### config.mk
export PLATFORM = sky130hd
export DESIGN_NAME = sprite_blit_palette_transparency
export DESIGN_NICKNAME = d
export VERILOG_FILES = /design/src/rtl/core/sbp_pkg.sv /design/src/rtl/core/sbp_fifo.sv /design/src/rtl/core/sbp_front.sv /design/src/rtl/core/sbp_back.sv /design/src/rtl/core/sprite_blit_palette_transparency.sv
export SDC_FILE = /design/constraint.sdc
export NUM_CORES = 1
export LEC_CHECK = 0
export BUFFER_PORTS_ARGS = -buffer_cell sky130_fd_sc_hd__buf_2
export CAP_MARGIN = 15
export CORE_ASPECT_RATIO = 1.5
export CORE_MARGIN = 4
export CORE_UTILIZATION = 62
export DETAILED_ROUTE_END_ITERATION = 10
export PLACE_DENSITY = 0.83
export SLEW_MARGIN = 20
export SYNTH_ARGS = -nofsm -noshare
export SYNTH_HDL_FRONTEND = slang
export SYNTH_HIERARCHICAL = 1
export SYNTH_SLANG_ARGS = --single-unit
### constraint.sdc
create_clock -name clk -period 4.9 [get_ports clk]
set_clock_uncertainty 0.1 [all_clocks]
set_input_delay 0.245 -clock clk [delete_from_list [all_inputs] [get_ports clk]]
set_output_delay 0.245 -clock clk [all_outputs]
set_load 0.01 [all_outputs]
### src/rtl/core/sbp_pkg.sv
// ----------------------------------------------------------------------------
// sbp_pkg: shared types and constants for the sprite blitter
// Beat layouts, configuration register map and color-key codes.
// ----------------------------------------------------------------------------
package sbp_pkg;

	localparam int CFG_W      = 11;
	localparam int CFG_IDX_W  = 3;
	localparam int PIX_W      = 16;
	localparam int COORD_W    = 10;
	localparam int PAL_IDX_W  = 4;
	localparam int PAL_DEPTH  = 16;

	// configuration register indexes
	localparam logic [CFG_IDX_W-1:0] REG_OFFSET_X    = 3'd0;
	localparam logic [CFG_IDX_W-1:0] REG_OFFSET_Y    = 3'd1;
	localparam logic [CFG_IDX_W-1:0] REG_SRC_WIDTH   = 3'd2;
	localparam logic [CFG_IDX_W-1:0] REG_SRC_HEIGHT  = 3'd3;
	localparam logic [CFG_IDX_W-1:0] REG_DEST_WIDTH  = 3'd4;
	localparam logic [CFG_IDX_W-1:0] REG_DEST_HEIGHT = 3'd5;
	localparam logic [CFG_IDX_W-1:0] REG_USE_PALETTE = 3'd6;

	// request types
	localparam logic REQ_PIXEL   = 1'b0;
	localparam logic REQ_PAL_WR  = 1'b1;

	// color keys
	localparam logic [PIX_W-1:0] KEY_ZERO = 16'h0000;
	localparam logic [PIX_W-1:0] KEY_FULL = 16'h000F;

	typedef struct packed {
		logic                  req_type;
		logic [PIX_W-1:0]      pixel_value;
		logic [PAL_IDX_W-1:0]  palette_index;
	} item_t;

	typedef struct packed {
		logic                write_valid;
		logic [COORD_W-1:0]  dest_col;
		logic [COORD_W-1:0]  dest_row;
		logic [PIX_W-1:0]    dest_value;
		logic                sprite_done;
	} result_t;

	typedef struct packed {
		logic signed [CFG_W-1:0]  offset_x;
		logic signed [CFG_W-1:0]  offset_y;
		logic [CFG_W-1:0]         src_width;
		logic [CFG_W-1:0]         src_height;
		logic [CFG_W-1:0]         dest_width;
		logic [CFG_W-1:0]         dest_height;
		logic                     use_palette;
	} cfg_t;

	// classified beat between front and back
	typedef struct packed {
		logic                  pal_wr;   // palette entry write
		logic                  wr;       // pixel lands: inside and opaque
		logic                  lut;      // value goes through the palette
		logic [COORD_W-1:0]    col;
		logic [COORD_W-1:0]    row;
		logic [PIX_W-1:0]      value;
		logic [PAL_IDX_W-1:0]  idx;
		logic                  done;
	} mid_t;

endpackage

### src/rtl/core/sbp_fifo.sv
// ----------------------------------------------------------------------------
// sbp_fifo: small synchronous queue
// Register-based queue with count; push and pop may happen in one cycle.
// ----------------------------------------------------------------------------
module sbp_fifo #(
	parameter int W     = 8,
	parameter int DEPTH = 2
) (
	input  logic          clk,
	input  logic          arst_n,
	input  logic          push,
	input  logic [W-1:0]  wdata,
	output logic          full,
	input  logic          pop,
	output logic [W-1:0]  rdata,
	output logic          empty
);

	localparam int PW = (DEPTH > 1) ? $clog2(DEPTH) : 1;
	localparam int CNTW = $clog2(DEPTH + 1);

	logic [W-1:0]    mem_q [DEPTH];
	logic [PW-1:0]   wr_ptr_q, rd_ptr_q;
	logic [CNTW-1:0] cnt_q;
	logic            do_push, do_pop;

	assign full    = (cnt_q == CNTW'(DEPTH));
	assign empty   = (cnt_q == '0);
	assign do_push = push && !full;
	assign do_pop  = pop && !empty;
	assign rdata   = mem_q[rd_ptr_q];

	always_ff @(posedge clk) begin
		if (do_push) begin
			mem_q[wr_ptr_q] <= wdata;
		end
	end

	always_ff @(posedge clk or negedge arst_n) begin
		if (!arst_n) begin
			wr_ptr_q <= '0;
			rd_ptr_q <= '0;
			cnt_q    <= '0;
		end else begin
			if (do_push) begin
				wr_ptr_q <= (wr_ptr_q == PW'(DEPTH - 1)) ? '0 : wr_ptr_q + 1'b1;
			end
			if (do_pop) begin
				rd_ptr_q <= (rd_ptr_q == PW'(DEPTH - 1)) ? '0 : rd_ptr_q + 1'b1;
			end
			if (do_push && !do_pop) begin
				cnt_q <= cnt_q + 1'b1;
			end else if (do_pop && !do_push) begin
				cnt_q <= cnt_q - 1'b1;
			end
		end
	end

endmodule

### src/rtl/core/sbp_front.sv
// ----------------------------------------------------------------------------
// sbp_front: raster tracking and classification
// Keeps the source column/row counters, places and clips each pixel and
// decides transparency; emits one classified beat per accepted item.
// ----------------------------------------------------------------------------
module sbp_front import sbp_pkg::*; #(
	parameter int MAX_DIM    = 1024,
	parameter int PIXEL_BITS = 16
) (
	input  logic   clk,
	input  logic   arst_n,
	input  cfg_t   cfg,
	input  item_t  item,
	input  logic   accept,
	output mid_t   entry
);

	localparam int CW    = $clog2(MAX_DIM);
	localparam int DIM_W = (CW + 1 > CFG_W) ? CW + 1 : CFG_W;
	localparam int DX_W  = DIM_W + 2;
	localparam logic [DIM_W-1:0] DIM_MAX = DIM_W'(MAX_DIM);
	localparam logic [PIX_W-1:0] PIX_MASK = (PIXEL_BITS >= PIX_W) ? {PIX_W{1'b1}} :
		PIX_W'((32'd1 << PIXEL_BITS) - 32'd1);

	logic [CW-1:0]          col_q, row_q;
	logic [DIM_W-1:0]       sw, sh, dw, dh;
	logic [DIM_W-1:0]       col_p1, row_p1;
	logic                   last_col, last_row;
	logic signed [DX_W-1:0] dx, dy;
	logic                   in_bounds, opaque;
	logic [PIX_W-1:0]       pix;

	// zero acts as one, oversize acts as the maximum
	function automatic logic [DIM_W-1:0] clamp_dim(input logic [CFG_W-1:0] v);
		logic [DIM_W-1:0] ve;
		ve = DIM_W'(v);
		if (ve == '0) begin
			return DIM_W'(1);
		end else if (ve > DIM_MAX) begin
			return DIM_MAX;
		end
		return ve;
	endfunction

	assign sw = clamp_dim(cfg.src_width);
	assign sh = clamp_dim(cfg.src_height);
	assign dw = clamp_dim(cfg.dest_width);
	assign dh = clamp_dim(cfg.dest_height);

	assign col_p1   = DIM_W'(col_q) + 1'b1;
	assign row_p1   = DIM_W'(row_q) + 1'b1;
	assign last_col = (col_p1 >= sw);
	assign last_row = (row_p1 >= sh);

	assign dx = DX_W'($signed(cfg.offset_x)) + $signed({2'b00, DIM_W'(col_q)});
	assign dy = DX_W'($signed(cfg.offset_y)) + $signed({2'b00, DIM_W'(row_q)});

	assign in_bounds = !dx[DX_W-1] && !dy[DX_W-1] &&
		(dx[DX_W-2:0] < {1'b0, dw}) && (dy[DX_W-2:0] < {1'b0, dh});

	assign pix    = item.pixel_value & PIX_MASK;
	assign opaque = (pix != KEY_ZERO) && (!cfg.use_palette || pix != KEY_FULL);

	always_comb begin
		entry        = '0;
		entry.pal_wr = (item.req_type == REQ_PAL_WR);
		entry.idx    = item.palette_index;
		if (item.req_type == REQ_PAL_WR) begin
			entry.value = item.pixel_value;   // palette stores the raw color
		end else begin
			entry.value = pix;
			entry.wr    = in_bounds && opaque;
			entry.lut   = cfg.use_palette;
			entry.col   = dx[COORD_W-1:0];
			entry.row   = dy[COORD_W-1:0];
			entry.done  = last_col && last_row;
		end
	end

	always_ff @(posedge clk or negedge arst_n) begin
		if (!arst_n) begin
			col_q <= '0;
			row_q <= '0;
		end else if (accept && item.req_type == REQ_PIXEL) begin
			if (last_col) begin
				col_q <= '0;
				row_q <= last_row ? '0 : row_p1[CW-1:0];
			end else begin
				col_q <= col_p1[CW-1:0];
			end
		end
	end

endmodule

### src/rtl/core/sbp_back.sv
// ----------------------------------------------------------------------------
// sbp_back: palette and result formatting
// Applies palette writes in stream order and builds one result per beat.
// ----------------------------------------------------------------------------
module sbp_back import sbp_pkg::*; (
	input  logic     clk,
	input  mid_t     entry,
	input  logic     take,
	output result_t  result
);

	logic [PIX_W-1:0] pal_q [PAL_DEPTH];

	always_ff @(posedge clk) begin
		if (take && entry.pal_wr) begin
			pal_q[entry.idx] <= entry.value;
		end
	end

	// transparent, clipped and palette-write beats give write_valid low and a zero payload
	always_comb begin
		result             = '0;
		result.sprite_done = entry.done;
		if (entry.wr) begin
			result.write_valid = 1'b1;
			result.dest_col    = entry.col;
			result.dest_row    = entry.row;
			result.dest_value  = entry.lut ? pal_q[entry.value[PAL_IDX_W-1:0]] : entry.value;
		end
	end

endmodule

### src/rtl/core/sprite_blit_palette_transparency.sv
// ----------------------------------------------------------------------------
// sprite_blit_palette_transparency: sprite blitter with color key and palette
// Places raster-ordered sprite pixels at a signed offset, clips them to the
// destination, drops transparent ones and maps palette-mode values.
//
//   channel   handshake           payload    beat
//   input     push / full         item       pixel or palette write
//   result    empty / pop         result     one per input beat
//   config    cfg_we              cfg_index  cfg_data, no wait
//
// One beat per clock sustained while results are popped; an item's result
// reaches the result ports once the middle queue and then the result queue
// have registered it (front classification into a 2-entry queue, back lookup
// into a 2-entry result queue).
// Reset clears counters and queues and loads config defaults; palette entries are unset.
// Stalls on pop back up through the result queue, then the middle queue,
// before full rises; the two halves stall independently.
// ----------------------------------------------------------------------------
module sprite_blit_palette_transparency import sbp_pkg::*; #(
	parameter int MAX_DIM    = 1024,
	parameter int PIXEL_BITS = 16
) (
	input  logic                  clk,
	input  logic                  arst_n,
	// input queue side
	input  logic                  push,
	output logic                  full,
	input  item_t                 item,
	// result queue side
	output logic                  empty,
	input  logic                  pop,
	output result_t               result,
	// configuration
	input  logic                  cfg_we,
	input  logic [CFG_IDX_W-1:0]  cfg_index,
	input  logic [CFG_W-1:0]      cfg_data
);

	cfg_t    cfg_q;
	mid_t    mid_in, mid_out;
	logic    mid_full, mid_empty, mid_push, mid_pop;
	result_t back_res;
	logic    out_full;

	// configuration registers
	always_ff @(posedge clk or negedge arst_n) begin
		if (!arst_n) begin
			cfg_q.offset_x    <= '0;
			cfg_q.offset_y    <= '0;
			cfg_q.src_width   <= CFG_W'(1);
			cfg_q.src_height  <= CFG_W'(1);
			cfg_q.dest_width  <= CFG_W'(1024);
			cfg_q.dest_height <= CFG_W'(1024);
			cfg_q.use_palette <= 1'b0;
		end else if (cfg_we) begin
			unique case (cfg_index)
				REG_OFFSET_X:    cfg_q.offset_x    <= cfg_data;
				REG_OFFSET_Y:    cfg_q.offset_y    <= cfg_data;
				REG_SRC_WIDTH:   cfg_q.src_width   <= cfg_data;
				REG_SRC_HEIGHT:  cfg_q.src_height  <= cfg_data;
				REG_DEST_WIDTH:  cfg_q.dest_width  <= cfg_data;
				REG_DEST_HEIGHT: cfg_q.dest_height <= cfg_data;
				REG_USE_PALETTE: cfg_q.use_palette <= cfg_data[0];
				default: ;   // unmapped index: ignored
			endcase
		end
	end

	// front: counters, placement, clipping, color key
	assign full     = mid_full;
	assign mid_push = push && !mid_full;

	sbp_front #(
		.MAX_DIM    (MAX_DIM),
		.PIXEL_BITS (PIXEL_BITS)
	) u_front (
		.clk    (clk),
		.arst_n (arst_n),
		.cfg    (cfg_q),
		.item   (item),
		.accept (mid_push),
		.entry  (mid_in)
	);

	sbp_fifo #(
		.W     ($bits(mid_t)),
		.DEPTH (2)
	) u_mid_q (
		.clk    (clk),
		.arst_n (arst_n),
		.push   (mid_push),
		.wdata  (mid_in),
		.full   (mid_full),
		.pop    (mid_pop),
		.rdata  (mid_out),
		.empty  (mid_empty)
	);

	// back: palette, result formatting; moves when a result slot is free
	assign mid_pop = !mid_empty && !out_full;

	sbp_back u_back (
		.clk    (clk),
		.entry  (mid_out),
		.take   (mid_pop),
		.result (back_res)
	);

	sbp_fifo #(
		.W     ($bits(result_t)),
		.DEPTH (2)
	) u_out_q (
		.clk    (clk),
		.arst_n (arst_n),
		.push   (mid_pop),
		.wdata  (back_res),
		.full   (out_full),
		.pop    (pop),
		.rdata  (result),
		.empty  (empty)
	);

	// checks
	a_mid_no_overflow: assert property (@(posedge clk) disable iff (!arst_n)
		mid_push |-> !mid_full)
		else $error("middle queue written while full");

	a_out_no_overflow: assert property (@(posedge clk) disable iff (!arst_n)
		mid_pop |-> !out_full)
		else $error("result queue written while full");

	a_no_write_zero: assert property (@(posedge clk) disable iff (!arst_n)
		(!empty && !result.write_valid) |->
			(result.dest_col == '0 && result.dest_row == '0 && result.dest_value == '0))
		else $error("result without write carries payload");

	a_pal_wr_no_done: assert property (@(posedge clk) disable iff (!arst_n)
		(mid_pop && mid_out.pal_wr) |-> (!back_res.sprite_done && !back_res.write_valid))
		else $error("palette write produced a pixel result");

endmodule
After elaboration in Yosys (flattened, before gate mapping) --
Memory sizes are Yosys's and may differ from the RTL's. Index checks and enable logic that the tools add are counted.
Cells by class: add/subtract/negate cells 12, multipliers 0, divide/modulo/power cells 0, order comparisons 8, eq/ne operators 9, shift-type cells 0, mux-type cells 40, bitwise logic cells 1, reductions and logical operators 48
Operators by type and width (count):
- two-way mux 11 bit | 12
- > comparator 11 bit (second input constant) | 4
- zero test 11 bit | 4
- two-way mux 37 bit | 1
- adder 11 x 11 -> 12 bit | 2
- < comparator 12 x 11 -> 1 bit | 2
- adder 10 x 1 -> 11 bit (second input constant) | 2
- >= comparator 11 bit | 2
- two-way mux 22 bit | 1
- two-way mux 10 bit | 2
- two-way mux 1 bit | 19
- logical AND 1 bit | 18
- two-way mux 16 bit | 1
- inequality test 16 x 4 -> 1 bit (second input constant) | 1
- AND reduction 2 bit | 8
- nonzero test 16 bit | 1
- zero test 1 bit | 11
- == test 3 bit (second input constant) | 3
- two-way mux 2 bit | 4
- == test 3 x 2 -> 1 bit (second input constant) | 2
- adder 1 bit (second input constant) | 4
- adder 2 x 1 -> 2 bit (second input constant) | 2
- == test 2 bit (second input constant) | 2
- zero test 2 bit | 2
- 6 further kinds | 8
Word-level totals: register bits 95, latch bits 0, RAM bits 420, bits in read-only memories 0, bits of input ports 40, output and inout bits 40, logic and storage cells 136, memories kept 3
Memory list:
- u_back.pal_q | words 16, bits a word 16, read ports 1, clocked after Yosys merged registers in 0, write ports 1, RTL line sbp_back.sv:12 | logic [PIX_W-1:0] pal_q [PAL_DEPTH];
- u_mid_q.mem_q | words 2, bits a word 44, read ports 1, clocked after Yosys merged registers in 0, write ports 1, RTL line sbp_fifo.sv:22 | logic [W-1:0] mem_q [DEPTH];
- u_out_q.mem_q | words 2, bits a word 38, read ports 1, clocked after Yosys merged registers in 0, write ports 1, RTL line sbp_fifo.sv:22

Depth between registers and ports, before layout --
Gate-level depths: netlist of the first run.
depth after elaboration 9, mapped depth 16, gate-level depth less buffers 16

Cells and area by module --
Netlist of the first run, hierarchy kept.
By module, submodules not included:
- sbp_back | times used 1, cells an instance 565, area each 10323.7 µm², sequential area each 7687.4 µm²
- sbp_fifo (u_mid_q) | times used 1, cells an instance 156, area each 3572.2 µm², sequential area each 2742.6 µm²
- sbp_front | times used 1, cells an instance 443, area each 3509.6 µm², sequential area each 500.5 µm²
- sbp_fifo (u_out_q) | times used 1, cells an instance 137, area each 2985.4 µm², sequential area each 2382.3 µm²
- sprite_blit_palette_transparency | times used 1, cells an instance 149, area each 2713.9 µm², sequential area each 1681.6 µm²

Least setup slack after synthesis of the first run --
No wires, ideal clock.
path kind flip-flop to flip-flop, start point reg u_front.col_q[0], end point mem u_mid_q/mem_q[0][42] (netlist bit), data pin, library setup time 0.172 ns, arrival 3.126 ns, required time 4.628 ns, slack 1.502 ns, cell stages (with the launch flop) 16, buffers on the path 0, period minus slack after synthesis 3.398 ns, cells stage by stage dfrtp_1 -> ha_1 -> fa_1 -> a21o_1 -> a211oi_1 -> o21ai_1 -> a31o_1 -> a21oi_1 -> xnor2_1 -> ha_1 -> inv_1 -> o22ai_1 -> nor4_1 -> nand4_1 -> a211o_1 -> nor3_1
RTL lines:
- start: declaration | RTL line sbp_front.sv:25 | logic [CW-1:0] col_q, row_q;
- start signal: assignment | RTL line sbp_front.sv:89 | col_q <= col_p1[CW-1:0];
- end: declaration | RTL line sbp_fifo.sv:22

==> qor.txt, run 1 <==
CLOCKING
------------------------------------------------------------------------------
Clk sinks                                                                  515
Insertion delay of the later-clocked pin in the worst-skew pair         560 ps
Clock root cell                                                   sky130_fd_sc_hd__clkbuf_16
Number of H-tree levels                                                      2
TritonCTS clock tree                                                       yes
Clock-pin slew on the worst setup and hold paths                         60 ps
Post-CTS Resized                                                             0
Maximum clock insertion buffer count                                         3
Number of CTS-inserted buffers                                              45

FINISH
------------------------------------------------------------------------------
Most common cell after layout, fill and taps aside                sky130_fd_sc_hd__edfxtp_1
Area growth from synthesis to layout                                     9.78%
End-of-flow core utilization                                             0.689
Commonest cells after routing, fill and taps aside                420 x sky130_fd_sc_hd__edfxtp_1, 89 x sky130_fd_sc_hd__dfrtp_1, 89 x sky130_fd_sc_hd__nand2_1
Final net count                                                           1663
Number of filler instances in the final layout                            2390
Share of post-route cells with drive strength above 1                    0.226

TIMING
------------------------------------------------------------------------------
Sum Neg Setup Slack                                                       0 ps
Setup repair after global routing missed its margin                      false
Final worst-path cycle share                                             0.785
Post-route minimum period                                              3850 ps
Transition time at the pin with the least slew margin                  1070 ps
Max Freq                                                               260 MHz
Final number of hold-violating endpoints                                     0
Worst-case headroom to the max-slew limit                                0.283
Slew Limit Fails                                                             0
Final setup violation count                                                  0

DIE
------------------------------------------------------------------------------
Initial standard-cell utilization of the core                            0.628
Die boundary width                                                      166 um
Overall die area                                                   0.0405 mm^2
Io pins                                                                     80
Placeable core area                                                0.0368 mm^2
Row count                                                                   86
Vertical die dimension                                                  244 um

SETUP PATH
------------------------------------------------------------------------------
Cell repeated most along the worst path                           sky130_fd_sc_hd__ha_1
Kind of end point of the critical path                               flip-flop
Data arrival time of the critical path                                 4100 ps
Critical path cell sequence                                       ha_1, fa_1, a21o_1, a211oi_1, o21ai_1, a31o_1, a21oi_1, xnor2_1, ha_1, inv_1, o22ai_1, nor4_1, nand4_1, a211o_1, nor3_1
Highest-delay cell along the critical path                        sky130_fd_sc_hd__dfrtp_1
Crit Path Max Fanout                                                         7
Kind of critical path                                             flip-flop to flip-flop
Critical path data required time                                       5160 ps
Delay of the slowest critical-path stage                                450 ps
CP Launch Type                                                       flip-flop
FF-to-FF path depth                                                         15

ROUTING
------------------------------------------------------------------------------
Number of routed nets with antenna violations                                0
Drt initial violations                                                    1028
Post-detailed-routing wire length                                     50200 um
First drt pass iteration count                                               5
Detailed-route vias per instance                                          6.26
DR vias                                                                  12980
Post-route DRC                                                               0
Average wire length per cell after detail routing                      24.2 um

MIN PATH
------------------------------------------------------------------------------
Hold Crit Class                                                   input pin to flip-flop
Number of instances on the worst hold path                                   3

LOGIC SYNTHESIS
------------------------------------------------------------------------------
Number of flops mapped to enable cells by yosys                            420
Cell area after technology mapping                                 0.0231 mm^2
Part of the Yosys area used for sequential elements                      0.649
Distinct cells, synth                                                       80
Mean instance size in the synthesized netlist                        15.9 um^2
Top flip-flop cell by instance count after synthesis              sky130_fd_sc_hd__edfxtp_1
Total of flip-flops plus latches after synthesis                           515
Synthesized instance count                                                1450
Net Count, Synth                                                          1558
Count of yosys warnings during synthesis                                     6
Fraction of registers with async set or reset after synthesis            0.184

PLACED DESIGN
------------------------------------------------------------------------------
Sum of net half-perimeters after detailed placement                   32600 um
Routability congestion estimate from global placement                    0.838
Count of input and output buffers                                           79

POWER AND IR DROP
------------------------------------------------------------------------------
Power after layout                                                     15.0 mW
Highest ir drop seen on vdd                                           0.403 mV
Cell leakage power                                                     9.59 nW
Power Dens Cells                                                   593 mW/mm^2

GRT
------------------------------------------------------------------------------
Vias in the first global route                                           13373
Total congestion overflow after global routing                               0
Pin count of the biggest net entering global routing                        63
Antenna violations before repair                                             2
Global-route wire length before repair                                76600 um
GRT Total Usage                                                          0.245

OUTCOME
------------------------------------------------------------------------------
Outcome                                                           finished, final reports clean

JOB
------------------------------------------------------------------------------
Maximum capacitance violations                                               0

-- flip-flops by register name (all words and copies together) (netlist names) --
name	count
u_mid_q/mem_q	88
cfg_q	67
u_back/pal_q	256
u_front/row_q	10
u_mid_q/wr_ptr_q	1
u_mid_q/rd_ptr_q	1
u_front/col_q	10
u_out_q/wr_ptr_q	1
u_out_q/cnt_q	2
u_mid_q/cnt_q	2
u_out_q/rd_ptr_q	1
u_out_q/mem_q	76
-- layout make-up --
cell class              instances  area [um^2]  share of cell area
multi-input cells             844         7480               0.295
clock inverters                19          101             0.00400
diodes                          1         2.50           0.0000987
repair buffers                133          888              0.0350
inverters                      16         60.1             0.00237
well taps                     484          606              0.0239
flip-flops and latches        515        15000               0.591
clock buffers                  63         1220              0.0483
-- final timing paths --
kind | start | endpoint | slack [ps]
min reg2reg | cfg_q[58]$_DFFE_PN0P_ | cfg_q[58]$_DFFE_PN0P_ | 420
max in group asynchronous | arst_n | u_mid_q/rd_ptr_q$_DFFE_PN0P_ | 3470
min | cfg_index[1] | cfg_q[0]$_DFFE_PN0P_ | 30
min in group asynchronous | arst_n | cfg_q[50]$_DFFE_PN0P_ | 190
max | u_front/col_q[0]$_DFFE_PN0P_ | u_mid_q/mem_q[0][42]$_DFFE_PP_ | 1050
max reg2reg | u_front/col_q[0]$_DFFE_PN0P_ | u_mid_q/mem_q[0][42]$_DFFE_PP_ | 1050
-- through the flow --
stage / hold slack [ps] / cell area (um^2) / instances / setup slack, ps
2_1_floorplan: -151 / 23100 / 1450 / 1500
3_3_place_gp: 242 / 23700 / 1963 / 1230
3_5_place_dp: 250 / 23700 / 1963 / 1150
4_1_cts: 6.16 / 25400 / 2074 / 1130
5_1_grt: 12.3 / 25400 / 2075 / 809
6_report: 28.2 / 25400 / 2075 / 1050
-- cells in the mapped netlist (all sizes together), types with 16 or more instances --
master	number	area [um^2]
a21oi	33	165
a22oi	28	210
and2	22	140
buf	65	562
dfrtp	91	2280
edfxtp	420	12600
ha	66	826
mux2	152	2010
mux2i	88	881
mux4	21	488
nand2	89	334
nand2b	16	108
nand3	26	130
nor2	55	233
nor2b	33	206
nor3	19	95.1
o21ai	29	149
xnor2	27	236
-- critical path: cells and delay by family, from the launching register on --
kind            cells  cell delay (ps)
compound gates      7             1350
simple gates        3              570
flops               1              450
buf+inv             1               60
fa+ha+maj           3              960
xor+xnor            1              170
-- cell families (layout without fill, tap and decap cells) --
group           after synthesis  count (layout)  synth area share
other cells                   0               1                 0
flops                       515             515             0.649
compound gates              175             175            0.0552
xor+xnor                     42              42            0.0159
fa+ha+maj                    68              68            0.0375
simple gates                298             298            0.0674
buf+inv                      91             231            0.0289
mux                         261             261             0.146
-- where the power goes --
group,total (mW),internal (mW),switching (mW)
Clock,3.25,1.75,1.50
Sequential,6.66,6.18,0.486
Combinational,5.13,2.12,3.00
-- metal layers --
metal,part of all wire,vias to the layer above,GRT usage,wire (um)
met5,0.00026,-,0,13
met3,0.057,144,0.0374,2880
met2,0.54,536,0.459,27400
met1,0.35,6530,0.276,17600
li1,-,5768,-,-
met4,0.048,2,0.110,2410
-- repair_timing --
item / CTS / global route
buffers inserted: 0 / 0
hold endpoints to repair: 126 / 0
hold buffers: 29 / 0
Power figures use the tool's default switching activity.
==> run 2: changes to the inputs <==
--- a/config.mk
+++ b/config.mk
@@ -5,6 +5,7 @@
 export SDC_FILE = /design/constraint.sdc
 export NUM_CORES = 1
 export LEC_CHECK = 0
+export ABC_AREA = 1
 export BUFFER_PORTS_ARGS = -buffer_cell sky130_fd_sc_hd__buf_2
 export CAP_MARGIN = 15
 export CORE_ASPECT_RATIO = 1.5
==> constraint.sdc (replaced) <==
create_clock -name clk -period 3.6 [get_ports clk]
set_clock_uncertainty 0.1 [all_clocks]
set_input_delay 0.18 -clock clk [delete_from_list [all_inputs] [get_ports clk]]
set_output_delay 0.18 -clock clk [all_outputs]
set_load 0.01 [all_outputs]
==> run 2 against run 1 <==
  * Register-to-register slack worse by 740 ps
  * Power is 45% higher
  * Via count is 31% higher
  * Non-clock buffer count is 28 higher
  * Worst setup slack worse by 740 ps
  * Critical path type unchanged
==> qor.txt, run 2 <==
OUTCOME
------------------------------------------------------------------------------
Outcome                                                           finished, final reports clean

FINISH
------------------------------------------------------------------------------
Max reg flops                                                              256   unchanged
Share of post-route cells with drive strength above 1                   0.0933   -0.133
Most common cell after layout, fill and taps aside                sky130_fd_sc_hd__nand2_1
Final net count                                                           2574   +55%
Commonest cells after routing, fill and taps aside                901 x sky130_fd_sc_hd__nand2_1, 420 x sky130_fd_sc_hd__edfxtp_1, 277 x sky130_fd_sc_hd__nand3_1
Post-route cell area                                               0.0262 mm^2   +3.3%
Register containing the most flip-flops in the final layout       u_back/pal_q
Registers with the highest flip-flop counts                       u_back/pal_q: 256 flops, u_mid_q/mem_q: 88 flops, u_out_q/mem_q: 76 flops
Area growth from synthesis to layout                                     10.1%
ANT cells                                                                    0   -1

LOGIC SYNTHESIS
------------------------------------------------------------------------------
Cell area after technology mapping                                 0.0238 mm^2   +3.0%
Most used standard cell by instance count after synthesis         sky130_fd_sc_hd__nand2_1
Net Count, Synth                                                          2487   +60%
Top cells by count, synth                                         903 x sky130_fd_sc_hd__nand2_1, 420 x sky130_fd_sc_hd__edfxtp_1, 277 x sky130_fd_sc_hd__nand3_1, 163 x sky130_fd_sc_hd__inv_1, 125 x sky130_fd_sc_hd__nor2_1
Number of flops mapped to enable cells by yosys                            420   unchanged
Mean instance size in the synthesized netlist                        10.0 um^2   -37%
Fraction of registers with async set or reset after synthesis            0.184   unchanged
Synthesized instance count                                                2379   +64%
Count of yosys warnings during synthesis                                     6   unchanged
Total of flip-flops plus latches after synthesis                           515   unchanged
Dominant cells by area after synthesis                            sky130_fd_sc_hd__edfxtp_1 53%, sky130_fd_sc_hd__nand2_1 14%, sky130_fd_sc_hd__dfrtp_1 9.6%
Part of the Yosys area used for sequential elements                      0.630   -0.0190
Top flip-flop cell by instance count after synthesis              sky130_fd_sc_hd__edfxtp_1
Post-synthesis cell type with the largest combined area           sky130_fd_sc_hd__edfxtp_1
Area share of the largest cell type after synthesis                      0.530   -0.0160
Distinct cells, synth                                                       54   -33%

SETUP PATH
------------------------------------------------------------------------------
Highest-delay cell along the critical path                        sky130_fd_sc_hd__dfrtp_1
R2R Path Start                                                    cfg_q[27]$_DFFE_PN0P_
Critical path cell sequence                                       or2_1, nor4_1, a31o_2, nand2_1, inv_2, nand2_1, ha_1, a21oi_1, nor2_1, a211oi_1, nand4_1, buf_4, o31ai_2
Data arrival time of the critical path                                 3640 ps   -460 ps
Reg-to-reg critical path endpoint                                 u_front/row_q[8]$_DFFE_PN0P_
Cell repeated most along the worst path                           sky130_fd_sc_hd__nand2_1
Kind of critical path                                             flip-flop to flip-flop
Delay of the slowest critical-path stage                                390 ps   -60 ps
Crit Path Max Fanout                                                         8   +1
FF-to-FF path depth                                                         13   -2
CP Launch Type                                                       flip-flop
Critical path data required time                                       3950 ps   -1210 ps
Worst reg2reg setup slack                                               310 ps   -740 ps
Kind of end point of the critical path                               flip-flop

PLACED DESIGN
------------------------------------------------------------------------------
Pre-CTS setup slack                                                     385 ps   -763 ps
Routability congestion estimate from global placement                    0.922   +9.9%
Count of input and output buffers                                           79   unchanged
Sum of net half-perimeters after detailed placement                   36700 um   +13%
Cell area reported after detailed placement                        0.0245 mm^2   +3.2%

DIE
------------------------------------------------------------------------------
Die boundary width                                                      168 um   +1.4%
Initial standard-cell utilization of the core                            0.630   +0.00226
Overall die area                                                   0.0417 mm^2   +2.9%
Vertical die dimension                                                  248 um   +1.4%
Row count                                                                   87   +1.2%
Placeable core area                                                0.0378 mm^2   +2.6%
Io pins                                                                     80   unchanged

GRT
------------------------------------------------------------------------------
Antenna violations before repair                                             0   -2
Pin count of the biggest net entering global routing                       129   +100%
Global-route wire length before repair                                88300 um   +15%
Vias in the first global route                                           17246   +29%
GRT Total Usage                                                          0.269   +0.0236
Total congestion overflow after global routing                               0   unchanged

TIMING
------------------------------------------------------------------------------
Final number of hold-violating endpoints                                     0   unchanged
Post-route minimum period                                              3290 ps   -560 ps
Max Freq                                                               304 MHz   +17%
Transition time at the pin with the least slew margin                   938 ps   -136 ps
Final setup violation count                                                  0   unchanged
Setup repair after global routing missed its margin                      false
Sum Neg Setup Slack                                                       0 ps   unchanged
Final worst-path cycle share                                             0.913   +0.128
Final setup slack of the worst path                                     315 ps   -740 ps
Slew Limit Fails                                                             0   unchanged
Worst-case headroom to the max-slew limit                                0.374   +0.0910

CLOCKING
------------------------------------------------------------------------------
TritonCTS clock tree                                                       yes
Insertion delay of the later-clocked pin in the worst-skew pair         550 ps   about the same
Clk sinks                                                                  515   unchanged
Hold-fix buffers, CTS                                                       39   +34%
Maximum clock insertion buffer count                                         3   unchanged
Number of CTS-inserted buffers                                              44   -2.2%
Clock-pin slew on the worst setup and hold paths                         60 ps   about the same
Number of H-tree levels                                                      2   unchanged
Clock root cell                                                   sky130_fd_sc_hd__clkbuf_16
Post-CTS Resized                                                             0   unchanged
Count of buffers added by post-CTS timing repair for setup                   0   unchanged

ROUTING
------------------------------------------------------------------------------
Post-detailed-routing wire length                                     55800 um   +11%
DR vias                                                                  17002   +31%
First drt pass iteration count                                               8   +3
Post-route DRC                                                               0   unchanged
Drt initial violations                                                    1292   +26%
Detailed-route vias per instance                                          5.69   -9.0%
Average wire length per cell after detail routing                      18.7 um   -23%
Number of routed nets with antenna violations                                0   unchanged

MIN PATH
------------------------------------------------------------------------------
Number of instances on the worst hold path                                   1   -2
Worst hold path startpoint                                            item[20]
Min-Delay Endpoint                                                u_mid_q/mem_q[0][43]$_DFFE_PP_
Hold Crit Class                                                   input pin to flip-flop

POWER AND IR DROP
------------------------------------------------------------------------------
Cell leakage power                                                     11.4 nW   +19%
Highest ir drop seen on vdd                                           0.629 mV   +56%
Power Dens Cells                                                   831 mW/mm^2   +40%

JOB
------------------------------------------------------------------------------
Maximum capacitance violations                                               0   unchanged

run 2: changes by cell type in the layout (fill, tap and decap cells not counted), sizes merged, moves of 16 or more:
cell,delta
nand2,+817
nor2b,-33
mux4,-21
a22oi,-27
nor2,+78
mux2i,-88
xnor2,-21
buf,+18
mux2,-152
and2,-21
nand2b,-16
inv,+167
nand3,+251
run 2: where the power goes:
part | total, mW | leakage, nW | internal, mW | switching [mW]
registers | 8.95 | 5.07 | 8.46 | 0.494
clock network | 4.37 | 0.630 | 2.33 | 2.03
logic | 8.44 | 5.74 | 2.40 | 6.04
total | 21.8 | 11.4 | 13.2 | 8.57
run 2: cell type report:
| cell class | count | area, um^2 |
|---|---|---|
| tap | 489 | 612 |
| multi-input combinational | 1566 | 7480 |
| timing repair buffer | 161 | 1140 |
| clock inverter | 24 | 159 |
| sequential | 515 | 15000 |
| clock buffer | 54 | 1140 |
| inverter | 178 | 672 |
| fill | 2561 | 11600 |
run 2: how the worst max path moves through the flow:
stage | startpoint | to | slack (ps)
2_1_floorplan | u_mid_q/cnt_q[0]$_DFFE_PN0P_ | u_mid_q/mem_q[1][0]$_DFFE_PP_ | 390
4_1_cts | cfg_q[27]$_DFFE_PN0P_ | u_front/row_q[8]$_DFFE_PN0P_ | 350
3_3_place_gp | cfg_q[27]$_DFFE_PN0P_ | u_front/row_q[7]$_DFFE_PN0P_ | 550
3_5_place_dp | cfg_q[27]$_DFFE_PN0P_ | u_front/row_q[8]$_DFFE_PN0P_ | 380
6_report | cfg_q[27]$_DFFE_PN0P_ | u_front/row_q[8]$_DFFE_PN0P_ | 310
5_1_grt | cfg_q[27]$_DFFE_PN0P_ | u_front/row_q[8]$_DFFE_PN0P_ | 40
run 2: cell families (layout without fill, tap and decap cells):
logic type,after synthesis,count (layout),share of synthesized area
fa+ha+maj,68,68,0.0364
simple gates,1363,1363,0.238
buf+inv,298,417,0.0569
xor+xnor,29,29,0.0107
flops,515,515,0.630
compound gates,106,106,0.0278
run 2: per-stage QoR:
stage                      util  hold WS (ps)  std cells  total power [mW]
after global placement    0.649           270       2870              16.9
after floorplan               -          -216       2379              14.6
final                     0.693          79.3       2987              21.8
after global routing      0.693          72.9       2987              23.1
after detailed placement  0.649           272       2870              17.3
after CTS                 0.693          41.2       2987              21.8
run 2: layer usage:
metal  share of wire  global-route usage  up-vias
li1                -                   -     8054
met5               0                   0        -
met1            0.34               0.292     8043
met4           0.063               0.156        0
met3           0.053              0.0266      186
met2            0.54               0.507      719
run 2: worst max-delay path, delay by kind of cell, from the launching register on:
family | cells | cell delay [ps]
AOI/OAI and AO/OA | 4 | 840
adders and majority gates | 1 | 330
buffers and inverters | 2 | 400
DFF | 1 | 390
and+or+nand+nor | 6 | 1140
